--- config.mk ---
export PLATFORM = sky130hd
export DESIGN_NAME = abkf_mul
export DESIGN_NICKNAME = d
export VERILOG_FILES = /design/src/rtl/core/abkf_pkg.sv /design/src/rtl/core/abkf_mul.sv
export SDC_FILE = /design/constraint.sdc
export NUM_CORES = 2
export LEC_CHECK = 0
export BUFFER_PORTS_ARGS = -buffer_cell sky130_fd_sc_hd__buf_2
export CAP_MARGIN = 10
export CORE_ASPECT_RATIO = 1.25
export CORE_MARGIN = 2
export CORE_UTILIZATION = 50
export DETAILED_ROUTE_END_ITERATION = 16
export PLACE_DENSITY_LB_ADDON = 0.05
export SETUP_SLACK_MARGIN = 0.3
export SLEW_MARGIN = 40
export SYNTH_ARGS = -nofsm -noshare
export SYNTH_HDL_FRONTEND = slang
export SYNTH_SLANG_ARGS = --single-unit
--- constraint.sdc ---
create_clock -name clk -period 14.71 [get_ports clk]
set_input_delay 3.6775 -clock clk [delete_from_list [all_inputs] [get_ports clk]]
set_output_delay 3.6775 -clock clk [all_outputs]
set_load 0.01 [all_outputs]
--- src/rtl/core/abkf_pkg.sv ---
package abkf_pkg;

    localparam int CfgIndexWidth = 2;

    localparam logic [CfgIndexWidth-1:0] CFG_PROCESS_NOISE_ANGLE = 2'd0;
    localparam logic [CfgIndexWidth-1:0] CFG_PROCESS_NOISE_BIAS  = 2'd1;
    localparam logic [CfgIndexWidth-1:0] CFG_MEASUREMENT_NOISE   = 2'd2;

    localparam logic [31:0] RESET_PROCESS_NOISE_ANGLE = 32'd4294967;
    localparam logic [31:0] RESET_PROCESS_NOISE_BIAS  = 32'd12884902;
    localparam logic [31:0] RESET_MEASUREMENT_NOISE   = 32'd128849019;

    localparam logic ACTION_UPDATE    = 1'b0;
    localparam logic ACTION_SET_ANGLE = 1'b1;

    // restoring divider runs over the whole 80-bit dividend
    localparam int DivSteps = 80;

    localparam logic signed [63:0] LIM32 = 64'sd2147483647;
    localparam logic signed [63:0] LIM48 = 64'sd140737488355327;

    typedef struct packed {
        logic               action;
        logic signed [31:0] measured_angle;
        logic signed [31:0] gyro_rate;
        logic        [23:0] time_step;
    } abkf_sample_t;

    typedef struct packed {
        logic signed [31:0] angle_estimate;
        logic signed [31:0] bias_estimate;
        logic signed [31:0] unbiased_rate;
    } abkf_result_t;

    typedef struct packed {
        logic               start;
        logic signed [48:0] a;
        logic signed [48:0] b;
        logic               shift32;
    } abkf_mul_req_t;

    typedef struct packed {
        logic               done;
        logic signed [63:0] res;
    } abkf_mul_rsp_t;

    typedef struct packed {
        logic               start;
        logic signed [47:0] num;
        logic        [47:0] den;
    } abkf_div_req_t;

    typedef struct packed {
        logic               done;
        logic signed [47:0] res;
    } abkf_div_rsp_t;

    typedef enum logic [3:0] {
        ST_IDLE,
        ST_PRED_ANGLE,
        ST_PRED_T,
        ST_PRED_U,
        ST_PRED_AA,
        ST_PRED_BB,
        ST_INNOV,
        ST_GAIN0,
        ST_GAIN1,
        ST_CORR_ANGLE,
        ST_CORR_BIAS,
        ST_CORR_AA,
        ST_CORR_AB,
        ST_CORR_BA,
        ST_CORR_BB,
        ST_RESULT
    } abkf_state_t;

    function automatic logic signed [31:0] sat32(input logic signed [63:0] v);
        if (v > LIM32) begin
            return 32'sh7fffffff;
        end
        else if (v < -LIM32 - 64'sd1) begin
            return 32'sh80000000;
        end
        return v[31:0];
    endfunction

    function automatic logic signed [47:0] sat48(input logic signed [63:0] v);
        if (v > LIM48) begin
            return 48'sh7fffffffffff;
        end
        else if (v < -LIM48 - 64'sd1) begin
            return 48'sh800000000000;
        end
        return v[47:0];
    endfunction

endpackage

--- src/rtl/core/abkf_mul.sv ---
module abkf_mul (
    input  logic                    clk,
    input  logic                    rst_n,
    input  abkf_pkg::abkf_mul_req_t req,
    output abkf_pkg::abkf_mul_rsp_t rsp
);
    import abkf_pkg::*;

    logic        [47:0] ma_reg;
    logic        [47:0] mb_reg;
    logic               neg_reg;
    logic               sh32_reg;
    logic        [95:0] acc_reg;
    logic        [2:0]  cnt_reg;
    logic               busy_reg;
    logic               done_reg;
    logic signed [63:0] res_reg;

    logic        [48:0] abs_a;
    logic        [48:0] abs_b;
    logic        [23:0] a_half;
    logic        [23:0] b_half;
    logic        [47:0] pp;
    logic        [95:0] pp_shifted;
    logic        [95:0] prod_shifted;
    logic        [62:0] mag;

    assign abs_a = req.a[48] ? 49'(-req.a) : 49'(req.a);
    assign abs_b = req.b[48] ? 49'(-req.b) : 49'(req.b);

    // one 24x24 partial product per cycle
    assign a_half = cnt_reg[0] ? ma_reg[47:24] : ma_reg[23:0];
    assign b_half = cnt_reg[1] ? mb_reg[47:24] : mb_reg[23:0];
    assign pp     = a_half * b_half;

    always_comb
    begin
        pp_shifted = {48'd0, pp};
        if (cnt_reg[0] && cnt_reg[1]) begin
            pp_shifted = {pp, 48'd0};
        end
        else if (cnt_reg[0] || cnt_reg[1]) begin
            pp_shifted = {24'd0, pp, 24'd0};
        end
    end

    assign prod_shifted = sh32_reg ? (acc_reg >> 32) : (acc_reg >> 24);
    assign mag = (|prod_shifted[95:62]) ? {1'b1, 62'd0} : prod_shifted[62:0];

    always_ff @(posedge clk or negedge rst_n)
    begin
        if (!rst_n) begin
            busy_reg <= 1'b0;
            done_reg <= 1'b0;
            cnt_reg  <= '0;
        end
        else begin
            done_reg <= 1'b0;
            if (req.start && !busy_reg) begin
                busy_reg <= 1'b1;
                cnt_reg  <= '0;
            end
            else if (busy_reg) begin
                if (cnt_reg == 3'd4) begin
                    busy_reg <= 1'b0;
                    done_reg <= 1'b1;
                end
                else begin
                    cnt_reg <= cnt_reg + 3'd1;
                end
            end
        end
    end

    always_ff @(posedge clk)
    begin
        if (req.start && !busy_reg) begin
            ma_reg   <= abs_a[47:0];
            mb_reg   <= abs_b[47:0];
            neg_reg  <= req.a[48] != req.b[48];
            sh32_reg <= req.shift32;
            acc_reg  <= '0;
        end
        else if (busy_reg) begin
            if (cnt_reg == 3'd4) begin
                res_reg <= neg_reg ? -$signed({1'b0, mag}) : $signed({1'b0, mag});
            end
            else begin
                acc_reg <= acc_reg + pp_shifted;
            end
        end
    end

    assign rsp.done = done_reg;
    assign rsp.res  = res_reg;

endmodule

==> impl_metrics.ini <==
[status]
status = finished clean

[synthesis]
syn-instance-count = 4713
synthFlopType = edfxtp_1
synth_edf_count = 162
ys_seq_area_frac = 0.175
synthArstFlopShare = 0.0190
syn_area_um2 = 39400
syn_nets = 5572
ys_warn_count = 0
syn_area_per_cell_um2 = 8.37
ys_types = 81
synth-seq-cells = 263

[routing]
vias = 33700
dr.pass1.iters = 6
postRouteWirelength_um = 133000
route.detailed.drc = 0
via_per_inst = 5.80
drtIter0Drc = 2295
post_drt_wl_per_cell_um = 22.8
ant_nets = 0

[setup_path]
crit_path_start_kind = flop
crit_path_frequent_cell = fa_1
cp.depth = 38
required_ps = 15260
r2r_cells = 38
worst_ep_arrival_time_ps = 13360
slowest_stage = dfrtp_2
cp-end-kind = flop
cpLargestDelayFamily = adder cells
slowest_delay_ps = 900
critPathKind = flop to flop
path_max_fanout = 25
crit_buf_inv = 6

[layout]
layout_commonest_cell = inv_1
diodes = 0
final_cell_mix = 627 x inv_1, 606 x nand2_1, 483 x fa_1
syn_to_final_growth_pct = 7.60
nets = 5592
finalNonFillerCells = 5809
seq_area_um2 = 6920
multi_input_comb_area_um2 = 29500
largest_reg_flops = 96
fillers = 7513
final_cell_area_um2 = 42400
drive_gt1_frac = 0.0845

[sta]
worst_pin_slew_ps = 964
setup_viol = 0
timing.fmax_mhz = 78.1
tns_ps = 0
finalCritPeriodShare = 0.871
maxSlewHeadroom = 0.355
fin_worst_skew_ps = 30.5
slew_violations = 0
final-hold-violation-count = 0
rsz0062_at_grt = no
hold_slack_ps = 462
period_minus_slack_ps = 12810

[cts]
hold_buffers = 0
clock_sinks = 263
postCtsSetupBuffers = 0
insertion_delay_ps = 650
clock_path_buffers = 3
clkTransAtPathRegs_ps = 70
cts_tree = yes
numCtsBuffers = 30
htree_levels = 1
cts-resized-gates = 0
clock-root-buffer = clkbuf_16

[grt]
antenna_found_initial = 0
grt_pass1_vias = 34300
gr-usage-all-layers = 0.332
grt_pass1_wl_um = 205000
grt.overflow.total = 0
grt_max_degree = 75

[floorplanning]
die-height_um = 318
core-area_um2 = 78400
num_rows = 115
initial_core_util = 0.503
die_w_um = 255
die_area_um2 = 81200
ios = 167

[placed_design]
post-place-cells = 5753
gp_congestion = 0.973
place_area_um2 = 41400
io_buffers = 166
hpwl_um = 107000

[min_path]
holdPathStages = 2
hold_path_class = flop to flop

[run]
maxCapViolCount = 0
## through the flow
step                utilization  setup WS (ps)
floorplan                     -           3400
global placement          0.525           1960
detailed placement        0.528           2080
CTS                       0.541           2050
global route              0.541           1270
finish                    0.541           1900
## layer usage
layer  track usage  up-vias  wire length, um
met5             0        -                0
met4         0.170        0             8190
met2         0.588     1218            66200
li1              -    15600                -
met1         0.393    16500            50900
met3        0.0394      333             7190
## layout make-up
cell class / count / share of cell area
well taps: 1053 / 0.0310
repair buffers: 227 / 0.0312
clock inverters: 21 / 0.00531
clock buffers: 34 / 0.0180
multi-input cells: 3583 / 0.696
flip-flops and latches: 263 / 0.163
inverters: 628 / 0.0557
## worst min-delay path: stages, from the launching register on
cell and delay, ps:
dfxtp_1 320, nand2_1 50, a21oi_1 50
## Yosys cell counts (8+ instances only)
cell type  count  area, um^2
nand2b_1      23         144
nor3_1        77         385
o21ai_0      248        1240
edfxtp_1     162        4860
fa_1         483        9670
o31ai_1       42         315
nor2b_1       18         113
a211oi_1      16         120
a21oi_1      268        1340
inv_1        627        2350
xnor2_1      198        1730
o41ai_1       15         131
and2_1        55         344
or2_2         15        93.8
and3_1        26         163
buf_1         18        67.6
mux2i_1      103        1030
a31oi_1       30         188
dfxtp_1       96        1920
mux2_2        57         642
nand2_1      607        2280
nor2_1       477        1790
nand4_1       54         338
nand3_1       70         350
a22o_1        25         219
xor2_1        59         517
nor3b_1       13        97.6
nor4_1        20         125
o21bai_1      44         330
ha_1         274        3430
o21a_1        22         165
o211ai_1       8        60.1
or4_1         15         113
clkbuf_1     213         800
o22ai_1        8        50.1
or3_1         24         150
a21o_1        75         563
## path summary, 6_finish.rpt
kind	start	to	slack, ps
worst max register to register	cnt_reg[1]	acc_reg[83]	1900
worst min-delay path	acc_reg[17]	acc_reg[17]	460
min in group asynchronous	rst_n	done_reg	2910
worst min register to register	acc_reg[17]	acc_reg[17]	460
worst max-delay path	cnt_reg[1]	acc_reg[83]	1900
max in group asynchronous	rst_n	cnt_reg[0]	11550
## cells by family (layout without fill, tap and decap cells)
logic type | Yosys count | in the layout | synth area share
buf+inv | 867 | 910 | 0.0832
fa+ha+maj | 757 | 757 | 0.332
simple gates | 1527 | 1527 | 0.172
compound gates | 882 | 882 | 0.138
xor+xnor | 257 | 257 | 0.0571
mux | 160 | 160 | 0.0424
flops | 263 | 263 | 0.175
Power is not shown: default switching activity piles up to over one toggle a cycle in this logic, so the estimate is an artifact.
