File: config.mk
export PLATFORM = sky130hd
export DESIGN_NAME = abkf_div
export DESIGN_NICKNAME = d
export VERILOG_FILES = /design/src/rtl/core/abkf_pkg.sv /design/src/rtl/core/abkf_div.sv
export SDC_FILE = /design/constraint.sdc
export NUM_CORES = 1
export LEC_CHECK = 0
export BUFFER_PORTS_ARGS = -buffer_cell sky130_fd_sc_hd__buf_4
export CAP_MARGIN = 10
export CELL_PAD_IN_SITES_DETAIL_PLACEMENT = 1
export CELL_PAD_IN_SITES_GLOBAL_PLACEMENT = 2
export CORE_UTILIZATION = 40
export CTS_CLUSTER_DIAMETER = 60
export DETAILED_ROUTE_END_ITERATION = 16
export MAX_ROUTING_LAYER = met4
export PLACE_DENSITY = 0.95
export SYNTH_ARGS = -nofsm -noshare
export SYNTH_HDL_FRONTEND = slang
export SYNTH_SLANG_ARGS = --single-unit
File: constraint.sdc
create_clock -name clk -period 5.94 [get_ports clk]
set_input_delay 1.188 -clock clk [delete_from_list [all_inputs] [get_ports clk]]
set_output_delay 1.188 -clock clk [all_outputs]
set_load 0.005 [all_outputs]
File: src/rtl/core/abkf_pkg.sv
package abkf_pkg;

    localparam int CfgIndexWidth = 2;

    localparam logic [CfgIndexWidth-1:0] CFG_PROCESS_NOISE_ANGLE = 2'd0;
    localparam logic [CfgIndexWidth-1:0] CFG_PROCESS_NOISE_BIAS  = 2'd1;
    localparam logic [CfgIndexWidth-1:0] CFG_MEASUREMENT_NOISE   = 2'd2;

    localparam logic [31:0] RESET_PROCESS_NOISE_ANGLE = 32'd4294967;
    localparam logic [31:0] RESET_PROCESS_NOISE_BIAS  = 32'd12884902;
    localparam logic [31:0] RESET_MEASUREMENT_NOISE   = 32'd128849019;

    localparam logic ACTION_UPDATE    = 1'b0;
    localparam logic ACTION_SET_ANGLE = 1'b1;

    // restoring divider runs over the whole 80-bit dividend
    localparam int DivSteps = 80;

    localparam logic signed [63:0] LIM32 = 64'sd2147483647;
    localparam logic signed [63:0] LIM48 = 64'sd140737488355327;

    typedef struct packed {
        logic               action;
        logic signed [31:0] measured_angle;
        logic signed [31:0] gyro_rate;
        logic        [23:0] time_step;
    } abkf_sample_t;

    typedef struct packed {
        logic signed [31:0] angle_estimate;
        logic signed [31:0] bias_estimate;
        logic signed [31:0] unbiased_rate;
    } abkf_result_t;

    typedef struct packed {
        logic               start;
        logic signed [48:0] a;
        logic signed [48:0] b;
        logic               shift32;
    } abkf_mul_req_t;

    typedef struct packed {
        logic               done;
        logic signed [63:0] res;
    } abkf_mul_rsp_t;

    typedef struct packed {
        logic               start;
        logic signed [47:0] num;
        logic        [47:0] den;
    } abkf_div_req_t;

    typedef struct packed {
        logic               done;
        logic signed [47:0] res;
    } abkf_div_rsp_t;

    typedef enum logic [3:0] {
        ST_IDLE,
        ST_PRED_ANGLE,
        ST_PRED_T,
        ST_PRED_U,
        ST_PRED_AA,
        ST_PRED_BB,
        ST_INNOV,
        ST_GAIN0,
        ST_GAIN1,
        ST_CORR_ANGLE,
        ST_CORR_BIAS,
        ST_CORR_AA,
        ST_CORR_AB,
        ST_CORR_BA,
        ST_CORR_BB,
        ST_RESULT
    } abkf_state_t;

    function automatic logic signed [31:0] sat32(input logic signed [63:0] v);
        if (v > LIM32) begin
            return 32'sh7fffffff;
        end
        else if (v < -LIM32 - 64'sd1) begin
            return 32'sh80000000;
        end
        return v[31:0];
    endfunction

    function automatic logic signed [47:0] sat48(input logic signed [63:0] v);
        if (v > LIM48) begin
            return 48'sh7fffffffffff;
        end
        else if (v < -LIM48 - 64'sd1) begin
            return 48'sh800000000000;
        end
        return v[47:0];
    endfunction

endpackage

File: src/rtl/core/abkf_div.sv
module abkf_div (
    input  logic                    clk,
    input  logic                    rst_n,
    input  abkf_pkg::abkf_div_req_t req,
    output abkf_pkg::abkf_div_rsp_t rsp
);
    import abkf_pkg::*;

    localparam int CntWidth = $clog2(DivSteps + 1);

    logic        [79:0]         dvd_reg;
    logic        [79:0]         quo_reg;
    logic        [47:0]         rem_reg;
    logic        [47:0]         den_reg;
    logic                       neg_reg;
    logic        [CntWidth-1:0] cnt_reg;
    logic                       busy_reg;
    logic                       done_reg;
    logic signed [47:0]         res_reg;

    logic [48:0] abs_num;
    logic [47:0] rem_shift;
    logic        fits;
    logic [46:0] mag;

    assign abs_num   = req.num[47] ? 49'(-49'(req.num)) : 49'(req.num);
    assign rem_shift = {rem_reg[46:0], dvd_reg[79]};
    assign fits      = rem_shift >= den_reg;
    assign mag       = (|quo_reg[79:47]) ? 47'(LIM48) : quo_reg[46:0];

    always_ff @(posedge clk or negedge rst_n)
    begin
        if (!rst_n) begin
            busy_reg <= 1'b0;
            done_reg <= 1'b0;
            cnt_reg  <= '0;
        end
        else begin
            done_reg <= 1'b0;
            if (req.start && !busy_reg) begin
                busy_reg <= 1'b1;
                cnt_reg  <= '0;
            end
            else if (busy_reg) begin
                if (cnt_reg == CntWidth'(DivSteps)) begin
                    busy_reg <= 1'b0;
                    done_reg <= 1'b1;
                end
                else begin
                    cnt_reg <= cnt_reg + CntWidth'(1);
                end
            end
        end
    end

    always_ff @(posedge clk)
    begin
        if (req.start && !busy_reg) begin
            dvd_reg <= {abs_num[47:0], 32'd0};
            quo_reg <= '0;
            rem_reg <= '0;
            den_reg <= req.den;
            neg_reg <= req.num[47];
        end
        else if (busy_reg) begin
            if (cnt_reg == CntWidth'(DivSteps)) begin
                res_reg <= neg_reg ? -$signed({1'b0, mag}) : $signed({1'b0, mag});
            end
            else begin
                dvd_reg <= {dvd_reg[78:0], 1'b0};
                quo_reg <= {quo_reg[78:0], fits};
                rem_reg <= fits ? rem_shift - den_reg : rem_shift;
            end
        end
    end

    assign rsp.done = done_reg;
    assign rsp.res  = res_reg;

endmodule

==> results.md, run 1 <==
- Slew Limit Fails: 0
- Port bufs: 147
- Gr usage total: 0.218
- Initial core utilization: 0.410
- Synth area leader: edfxtp_1
- Largest cells by area after synthesis: edfxtp_1 29%, dfxtp_1 17%, nand2_1 8.2%
- Top cell by count, worst path: nor2_1
- Hold-fix buffers, CTS: 0
- Mapped cell area: 15100 um^2
- Setup Crit Path Kind: reg2reg
- Worst hold path type: in2async
- Final setup viols: 0
- Worst Tran Pin Value: 1110 ps
- EDFF count, synth: 145
- Top Usage Layer GRT: met2
- Die footprint: 38600 um^2
- Fmax: 237 MHz
- CP Max Fanout: 36
- Area Overhead vs Synth: 17.1%
- Met1 global-route usage: 0.279
- DIE HEIGHT: 196 um
- Die W: 196 um
- Std-Cell Core Area: 36900 um^2
- # H-tree levels: 2
- TritonCTS clock tree: yes
- Worst-path cell chain: nor4_1, nand4_1, or4_1, buf_4, nor2_1, ha_1, nand3_1, nor2_1, and3_1, nand2b_1, nor2_1, nand2_1, or4_1, nor2b_1, o21ai_1, nand2_1
- Post-synth cell types: 71
- Diodes inserted: 0
- #FFs+latches synth: 281
- Seq/Total Area, Yosys: 0.471
- DP HPWL: 27700 um
- Io pins: 148
- DR iter-0 viols: 622
- DRC viols: 0
- Average cell area after synthesis: 8.98 um^2
- RePlAce Congestion: 0.863
- Final hold viol count: 0
- Clock Power Share: 0.234
- Per-cell routed wire length: 17.2 um
- Cts repair resizes: 0
- Most frequent cells after synthesis: 332 x nand2_1, 145 x edfxtp_1, 127 x dfxtp_1
- Row count: 70
- Vias per cell: 5.41
- Slowest stage delay, CP: 550 ps
- RSZ-0062 raised after global routing: no
- Final net count: 1936
- Postcts setup bufs: 0
- Pwr/cell area: 492 nW/um^2
- Ys Warns: 0
- Post-route minimum period: 4210 ps
- Worst setup EP type: flip-flop
- Slew margin rel.: 0.258
- Lkg Pwr: 7.45 nW
- TritonCTS buffer count: 34
- Post-Syn Instances: 1683
- Arrival @ worst endpoint: 4490 ps
- Met3 Use GR: 0.0476
- Drt first pass iters: 4
- DRT antenna net count: 0
- CTS Sinks: 281
- Skew final: 24.4 ps
- Predominant post-synthesis flop cell: edfxtp_1
- GRT met2 Usage: 0.351
- First-pass GRT wire length: 66300 um
- Initial antenna violation count: 0
- Worst-skew pair later-pin latency: 550 ps
- Startpoint types: flip-flop
- Worst Path Required: 6220 ps
- Sw Pwr: 3.41 mW
- Fill cells: 4287
- Seq pwr share: 0.367
- Number of flip-flops under the largest register name: 80
- Internal power: 5.29 mW
- Tcrit/Tclk final: 0.709
- Clock buffer depth: 3
- Clock Tree Root: clkbuf_16
- Clk slew on worst S/H paths: 60 ps
- WHS: 451 ps
- Routed WL: 39900 um
- Largest net degree at the start of global routing: 117
- Mapped Nets: 1835
- Synth top area share: 0.288
- Max_cap viols: 0
- Status: finished, final reports clean
- Fin Setup TNS: 0 ps
- Vias in the first global route: 13000
- Combinational Power Share: 0.399
- Grt ovf: 0
- Via count: 12500
- Layout cells sized above 1: 0.141
- Switching share of total power: 0.392
- Max IR drop VDD: 0.258 mV
- Ys async rst share: 0.0320
- Most common cell in the netlist: nand2_1
- Worst path slowest cell: or4_1
## cell families (layout without fill, tap and decap cells)
group,count (synthesis),count (layout),synth area share
AND/OR/NAND/NOR,686,686,0.208
XOR/XNOR,107,107,0.0620
flip-flops,281,281,0.471
multiplexers,27,27,0.0180
buffers and inverters,160,287,0.0412
AO/OA/AOI/OAI,369,369,0.155
adder cells (fa/ha/maj),53,53,0.0444
## cell type report
class,instances,area [um^2],share of cell area
Clock buffer,48,968,0.0547
Clock inverter,14,135,0.00764
Inverter,68,255,0.0144
Multi-Input combinational cell,1242,7410,0.419
Sequential cell,281,7120,0.402
Tap cell,504,631,0.0356
Timing Repair Buffer,157,1180,0.0666
## per-stage QoR
| step | setup slack, ps | cell area, um^2 | util | power [mW] | std cells |
|---|---|---|---|---|---|
| finish | 1730 | 17700 | 0.480 | 8.70 | 2314 |
| global route | 1340 | 17700 | 0.480 | 9.37 | 2314 |
| global placement | 1820 | 16600 | 0.450 | 6.50 | 2252 |
| detailed placement | 1770 | 16600 | 0.450 | 6.67 | 2252 |
| CTS | 1730 | 17700 | 0.480 | 8.77 | 2314 |
| floorplan | 2340 | 15100 | - | 5.72 | 1683 |
## metal layers
layer | up-vias | routed length [um]
met4 | 0 | 771
met2 | 228 | 18400
met5 | - | 0
met1 | 6045 | 18600
met3 | 53 | 2110
li1 | 6192 | -
## worst max-delay path: cells and delay by family (launching register included)
family	cells	cell delay [ps]
DFF	1	320
and+or+nand+nor	13	2980
AOI/OAI and AO/OA	1	140
adders and majority gates	1	220
buffers and inverters	1	280
## cells in the final DEF (no fill, tap or decap), drive strengths merged, types with 29 or more instances in the layout
master,count
nor2,95
o31ai,30
xor2,78
buf,157
xnor2,29
nand2,334
o21ai,154
inv,70
a21oi,77
ha,52
nand3,120
edfxtp,145
dfxtp,127
clkbuf,48
## worst paths after layout
| check | from | slack [ps] | cells after the start | endpoint |
|---|---|---|---|---|
| max | quo_reg[73]$_SDFFE_PP0P_ | 1730 | 16 | res_reg[40]$_DFFE_PP_ |
| min | rst_n | 450 | 1 | cnt_reg[5]$_DFFE_PN0P_ |
| max reg2reg | quo_reg[73]$_SDFFE_PP0P_ | 1730 | 16 | res_reg[40]$_DFFE_PP_ |
| min reg2reg | quo_reg[60]$_SDFFE_PP0P_ | 450 | 2 | quo_reg[61]$_SDFFE_PP0P_ |
| max in group asynchronous | rst_n | 5330 | 1 | cnt_reg[4]$_DFFE_PN0P_ |
| min in group clk | quo_reg[60]$_SDFFE_PP0P_ | 450 | 2 | quo_reg[61]$_SDFFE_PP0P_ |
## power by group through the flow
| stage | clock network (mW) | registers (mW) | logic (mW) |
|---|---|---|---|
| 6_report | 2.04 | 3.19 | 3.47 |
| 4_1_cts | 2.09 | 3.19 | 3.48 |
| 3_3_place_gp | 0 | 3.18 | 3.31 |
| 2_1_floorplan | 0 | 3.04 | 2.68 |
| 3_5_place_dp | 0 | 3.22 | 3.45 |
| 5_1_grt | 2.17 | 3.27 | 3.93 |
(Power assumes the default switching activity.)
==> inputs of run 2 (changes only) <==
- CORE_UTILIZATION: 40 -> 37
- PLACE_DENSITY: 0.95 -> 0.89
- clock period: 5.94 -> 3.98 ns (I/O delays scaled with it)
==> run 2 against run 1 <==
  * Cell area rose by 1.5%
  * Wire length rose by 2.1%
  * Via count grew 0.50%
  * Fmax rose by 14%
  * Global-route usage fell by 1.1 points
  * Clock power rose by 62%
  * Utilization shrank 3.1 points
  * Non-clock buffer count increased by 16
  * Critical path type unchanged
  * Largest cell class unchanged
  * Largest power group unchanged
==> results.md, run 2 (same netlist as run 1, synthesis figures left out) <==
- Drt first pass iters: 5
- DRT antenna net count: 0
- End of the worst register-to-register path: res_reg[40]$_DFFE_PP_
- Clock Tree Root: clkbuf_16
- Final hold viol count: 0
- Std-Cell Core Area: 40000 um^2
- Area Overhead vs Synth: 18.9%
- RSZ-0062 raised after global routing: no
- Skew final: 13.4 ps
- Post-route minimum period: 3700 ps
- Vias per cell: 5.34
- Final Util: 0.449
- TritonCTS clock tree: yes
- DIE HEIGHT: 204 um
- Tcrit/Tclk final: 0.930
- Worst Path Required: 4240 ps
- Max IR drop VDD: 0.343 mV
- Die W: 204 um
- Die footprint: 41600 um^2
- First-pass GRT wire length: 67600 um
- Routed WL: 40700 um
- Startpoint types: flip-flop
- Max_cap viols: 0
- Arrival @ worst endpoint: 3960 ps
- Port bufs: 147
- Fmax: 270 MHz
- Worst Tran Pin Value: 1040 ps
- DRC viols: 0
- DR iter-0 viols: 546
- Per-cell routed wire length: 17.3 um
- Slew Limit Fails: 0
- Via count: 12600
- CTS Sinks: 281
- Initial core utilization: 0.378
- Setup Crit Path Kind: reg2reg
- Layout cells sized above 1: 0.153
- Initial antenna violation count: 1
- Postcts setup bufs: 0
- Clock buffer depth: 3
- CP Max Fanout: 4
- Worst hold path type: in2async
- Io pins: 148
- Row count: 73
- Vias in the first global route: 13100
- Non-Filler Instances: 2354
- Worst-skew pair later-pin latency: 540 ps
- Clk slew on worst S/H paths: 70 ps
- DP HPWL: 28400 um
- TritonCTS buffer count: 36
- Final setup viols: 0
- R2R Setup Slk: 280 ps
- Most frequent cells in the layout: 330 x nand2_1, 173 x buf_4, 145 x edfxtp_1
- Largest net degree at the start of global routing: 105
- # H-tree levels: 2
- Status: finished, final reports clean
- Crit Reg-Reg Startpoint: quo_reg[47]$_SDFFE_PP0P_
- Worst r2r path cells: 15
- Hold-fix buffers, CTS: 0
- Post-Place Cells: 2289
- Overall power: 13.3 mW
- Number of flip-flops under the largest register name: 80
- Pwr/cell area: 743 nW/um^2
- Grt ovf: 0
- Final net count: 1954
- Most common cell after layout, fill and taps aside: nand2_1
- RePlAce Congestion: 0.886
- Fin Setup TNS: 0 ps
- Gr usage total: 0.207
- Worst setup EP type: flip-flop
- Slew margin rel.: 0.307
- Lkg Pwr: 7.59 nW
## run 2: cell types whose count changed in the layout (fill, tap and decap cells not counted), sizes merged
cell,previous run,this run
diode,0,1
bufinv,1,4
inv,70,71
buf,157,173
clkinvlp,3,2
clkinv,8,9
clkbuf,48,46
## run 2: cell type report
cell class / count / area (um^2)
well taps: 525 / 657
repair buffers: 173 / 1300
clock buffers: 46 / 980
diodes: 1 / 2.50
clock inverters: 18 / 216
fillers: 4675 / 22000
multi-input cells: 1242 / 7440
inverters: 68 / 255
flip-flops and latches: 281 / 7120
## run 2: worst max-delay path by stage
| stage | slack, ps | end | from | depth (start not counted) |
|---|---|---|---|---|
| CTS | 180 | res_reg[40]$_DFFE_PP_ | quo_reg[73]$_SDFFE_PP0P_ | 15 |
| global placement | 260 | res_reg[40]$_DFFE_PP_ | quo_reg[73]$_SDFFE_PP0P_ | 15 |
| floorplan | 390 | res_reg[40]$_DFFE_PP_ | quo_reg[47]$_SDFFE_PP0P_ | 17 |
| detailed placement | 210 | res_reg[40]$_DFFE_PP_ | quo_reg[73]$_SDFFE_PP0P_ | 15 |
| global route | 20 | res_reg[40]$_DFFE_PP_ | quo_reg[73]$_SDFFE_PP0P_ | 15 |
| finish | 280 | res_reg[40]$_DFFE_PP_ | quo_reg[47]$_SDFFE_PP0P_ | 15 |
## run 2: metal layers
metal,share of wire,vias up,wire [um],global-route usage
li1,-,6226,-,-
met3,0.052,52,2130,0.0435
met4,0.021,0,837,0.0613
met5,0,-,0,-
met2,0.46,211,18700,0.328
met1,0.47,6091,19000,0.264
## run 2: timing repair
| item | 4_1_cts | 5_1_grt |
|---|---|---|
| endpoints found under the setup margin | 0 | 4 |
| gates resized for setup | 0 | 6 |
| hold endpoints to repair | 0 | 0 |
## run 2: metrics by stage
step	instance area, um^2	hold slack (ps)	setup slack, ps
2_1_floorplan	15100	426	388
3_3_place_gp	16700	438	263
3_5_place_dp	16700	451	205
4_1_cts	17900	57.1	183
5_1_grt	18000	67.6	24.7
6_report	18000	82.7	277
## run 2: worst max-delay path, cell delays in order, from the launching register on
cell and delay, ps:
dfxtp_1 340, nor4_2 310, nand4_1 170, or4_4 580
nor2_1 170, ha_1 220, nand3_1 130, nor2_1 150
and3_1 200, nand2b_1 90, nor2_1 130, nand2_1 100
or4_1 430, nor2b_1 150, o21ai_1 160, nand2_1 70
## run 2: power by group
group | switching [mW] | total (mW) | internal (mW)
Combinational | 3.14 | 5.28 | 2.13
Sequential | 0.707 | 4.76 | 4.05
Clock | 1.29 | 3.31 | 2.02
Total | 5.14 | 13.3 | 8.20
==> inputs of run 3 (changes only) <==
- PLACE_DENSITY: 0.89 -> 0.91
==> run 3 against run 2 <==
  * Die area unchanged
  * Count of clock-buffer cells in the layout fell by 1
  * Wire length is 1.3% higher
  * Power increased by 0.24%
  * Global-route usage hardly changed
  * Worst hold slack got worse by 25 ps
  * Critical endpoint unchanged
  * Largest power group unchanged
==> results.md, run 3 (same netlist as run 1, synthesis figures left out) <==
- Status: finished, final reports clean
- DP HPWL: 28600 um
- Die W: 204 um
- Slew margin rel.: 0.234
- # H-tree levels: 2
- Area Overhead vs Synth: 18.9%
- CP Max Fanout: 5
- Grt ovf: 0
- Final net count: 1955
- Vias per cell: 5.39
- Seq pwr share: 0.356
- Io pins: 148
- Tcrit/Tclk final: 0.919
- Vias in the first global route: 13200
- TritonCTS clock tree: yes
- Final hold viol count: 0
- Fmax: 274 MHz
- Fin Setup TNS: 0 ps
- Slew Limit Fails: 0
- Worst r2r path cells: 15
- Clock Power Share: 0.244
- Switching share of total power: 0.388
- DR iter-0 viols: 673
- Port bufs: 147
- Worst hold path type: in2async
- Most common cell after layout, fill and taps aside: nand2_1
- Diodes inserted: 0
- Worst Path Required: 4260 ps
- Clk slew on worst S/H paths: 60 ps
- Clock Tree Root: clkbuf_16
- Skew final: 26.1 ps
- Sw Pwr: 5.18 mW
- End of the worst register-to-register path: res_reg[40]$_DFFE_PP_
- Max_cap viols: 0
- Clock buffer depth: 3
- Initial antenna violation count: 0
- Sequential cell area: 7120 um^2
- Drt first pass iters: 5
- First-pass GRT wire length: 67600 um
- DRC viols: 0
- Startpoint types: flip-flop
- Crit Reg-Reg Startpoint: quo_reg[73]$_SDFFE_PP0P_
- RePlAce Congestion: 0.856
- Max IR drop VDD: 0.273 mV
- Internal power: 8.19 mW
- Std-Cell Core Area: 40000 um^2
- R2R Setup Slk: 320 ps
- Die footprint: 41600 um^2
- Multi-input logic area: 7450 um^2
- Worst setup EP type: flip-flop
- Pwr/cell area: 744 nW/um^2
- Lkg Pwr: 7.60 nW
- Initial core utilization: 0.378
- Hold-fix buffers, CTS: 0
- Per-cell routed wire length: 17.5 um
- Row count: 73
- Number of flip-flops under the largest register name: 80
- Largest net degree at the start of global routing: 99
- Post-route minimum period: 3660 ps
- Gr usage total: 0.207
- TritonCTS buffer count: 36
- Fill cells: 4652
- Layout cells sized above 1: 0.153
- Combinational Power Share: 0.400
- Via count: 12700
- DRT antenna net count: 0
- Final setup viols: 0
- Arrival @ worst endpoint: 3930 ps
- RSZ-0062 raised after global routing: no
- Setup Crit Path Kind: reg2reg
- DIE HEIGHT: 204 um
- CTS Sinks: 281
- Worst Tran Pin Value: 1150 ps
- Worst-skew pair later-pin latency: 550 ps
- Routed WL: 41200 um
- Final Util: 0.449
- Most frequent cells in the layout: 330 x nand2_1, 172 x buf_4, 145 x edfxtp_1
[run 3: through the flow]
stage          power, mW  cells  area [um^2]  setup slack (ps)  hold slack [ps]
2_1_floorplan       8.54   1683        15100               388              426
3_3_place_gp        9.81   2287        16700               198              438
3_5_place_dp        10.1   2287        16700               202              448
4_1_cts             13.4   2350        17900               200             33.8
5_1_grt             14.4   2353        18000              2.86             48.7
6_report            13.4   2353        18000               324             57.8
[run 3: worst max-delay path by stage]
stage                                   startpoint                     to  slack, ps  cells past startpoint
after floorplan           quo_reg[47]$_SDFFE_PP0P_  res_reg[40]$_DFFE_PP_        390                     17
after global placement    quo_reg[79]$_SDFFE_PP0P_  res_reg[40]$_DFFE_PP_        200                     15
after detailed placement  quo_reg[51]$_SDFFE_PP0P_  res_reg[40]$_DFFE_PP_        200                     15
after CTS                 quo_reg[78]$_SDFFE_PP0P_  res_reg[40]$_DFFE_PP_        200                     15
after global routing      quo_reg[73]$_SDFFE_PP0P_  res_reg[40]$_DFFE_PP_          3                     15
final                     quo_reg[73]$_SDFFE_PP0P_  res_reg[40]$_DFFE_PP_        320                     15
[run 3: power groups by stage]
stage                     Clock (mW)  Combinational, mW  Sequential [mW]
final                           3.26               5.35             4.76
after global routing            3.45               6.03             4.88
after CTS                       3.34               5.31             4.75
after detailed placement           0               5.28             4.80
after global placement             0               5.06             4.75
after floorplan                    0               4.00             4.54
[run 3: metal layers]
layer / global-route usage / wire length, um / vias up / share of wire
met3: 0.0332 / 2140 / 65 / 0.052
met4: 0.0706 / 1010 / 0 / 0.024
met2: 0.333 / 19200 / 278 / 0.47
li1: - / - / 6214 / -
met5: - / 0 / - / 0
met1: 0.264 / 18900 / 6125 / 0.46
[run 3: area by class of cell]
class / instances / area share
multi-input cells: 1243 / 0.414
flip-flops and latches: 281 / 0.396
repair buffers: 173 / 0.0730
clock buffers: 45 / 0.0560
well taps: 525 / 0.0365
inverters: 68 / 0.0142
clock inverters: 18 / 0.00968
[run 3: worst max-delay path: stages (launching register included)]
cell,delay (ps)
dfxtp_1,320
nor4_1,270
nand4_1,170
or4_4,570
nor2_1,150
ha_1,210
nand3_1,130
nor2_1,140
and3_1,200
nand2b_1,160
nor2_1,170
nand2_1,110
or4_1,420
nor2b_1,150
o21ai_1,140
nand2_1,60
[run 3: what timing repair did]
| item | CTS | global route |
|---|---|---|
| buffers inserted | 0 | 2 |
| endpoints found under the setup margin | 0 | 10 |
| endpoints found under the hold margin | 0 | 0 |
| gates resized for setup | 0 | 5 |
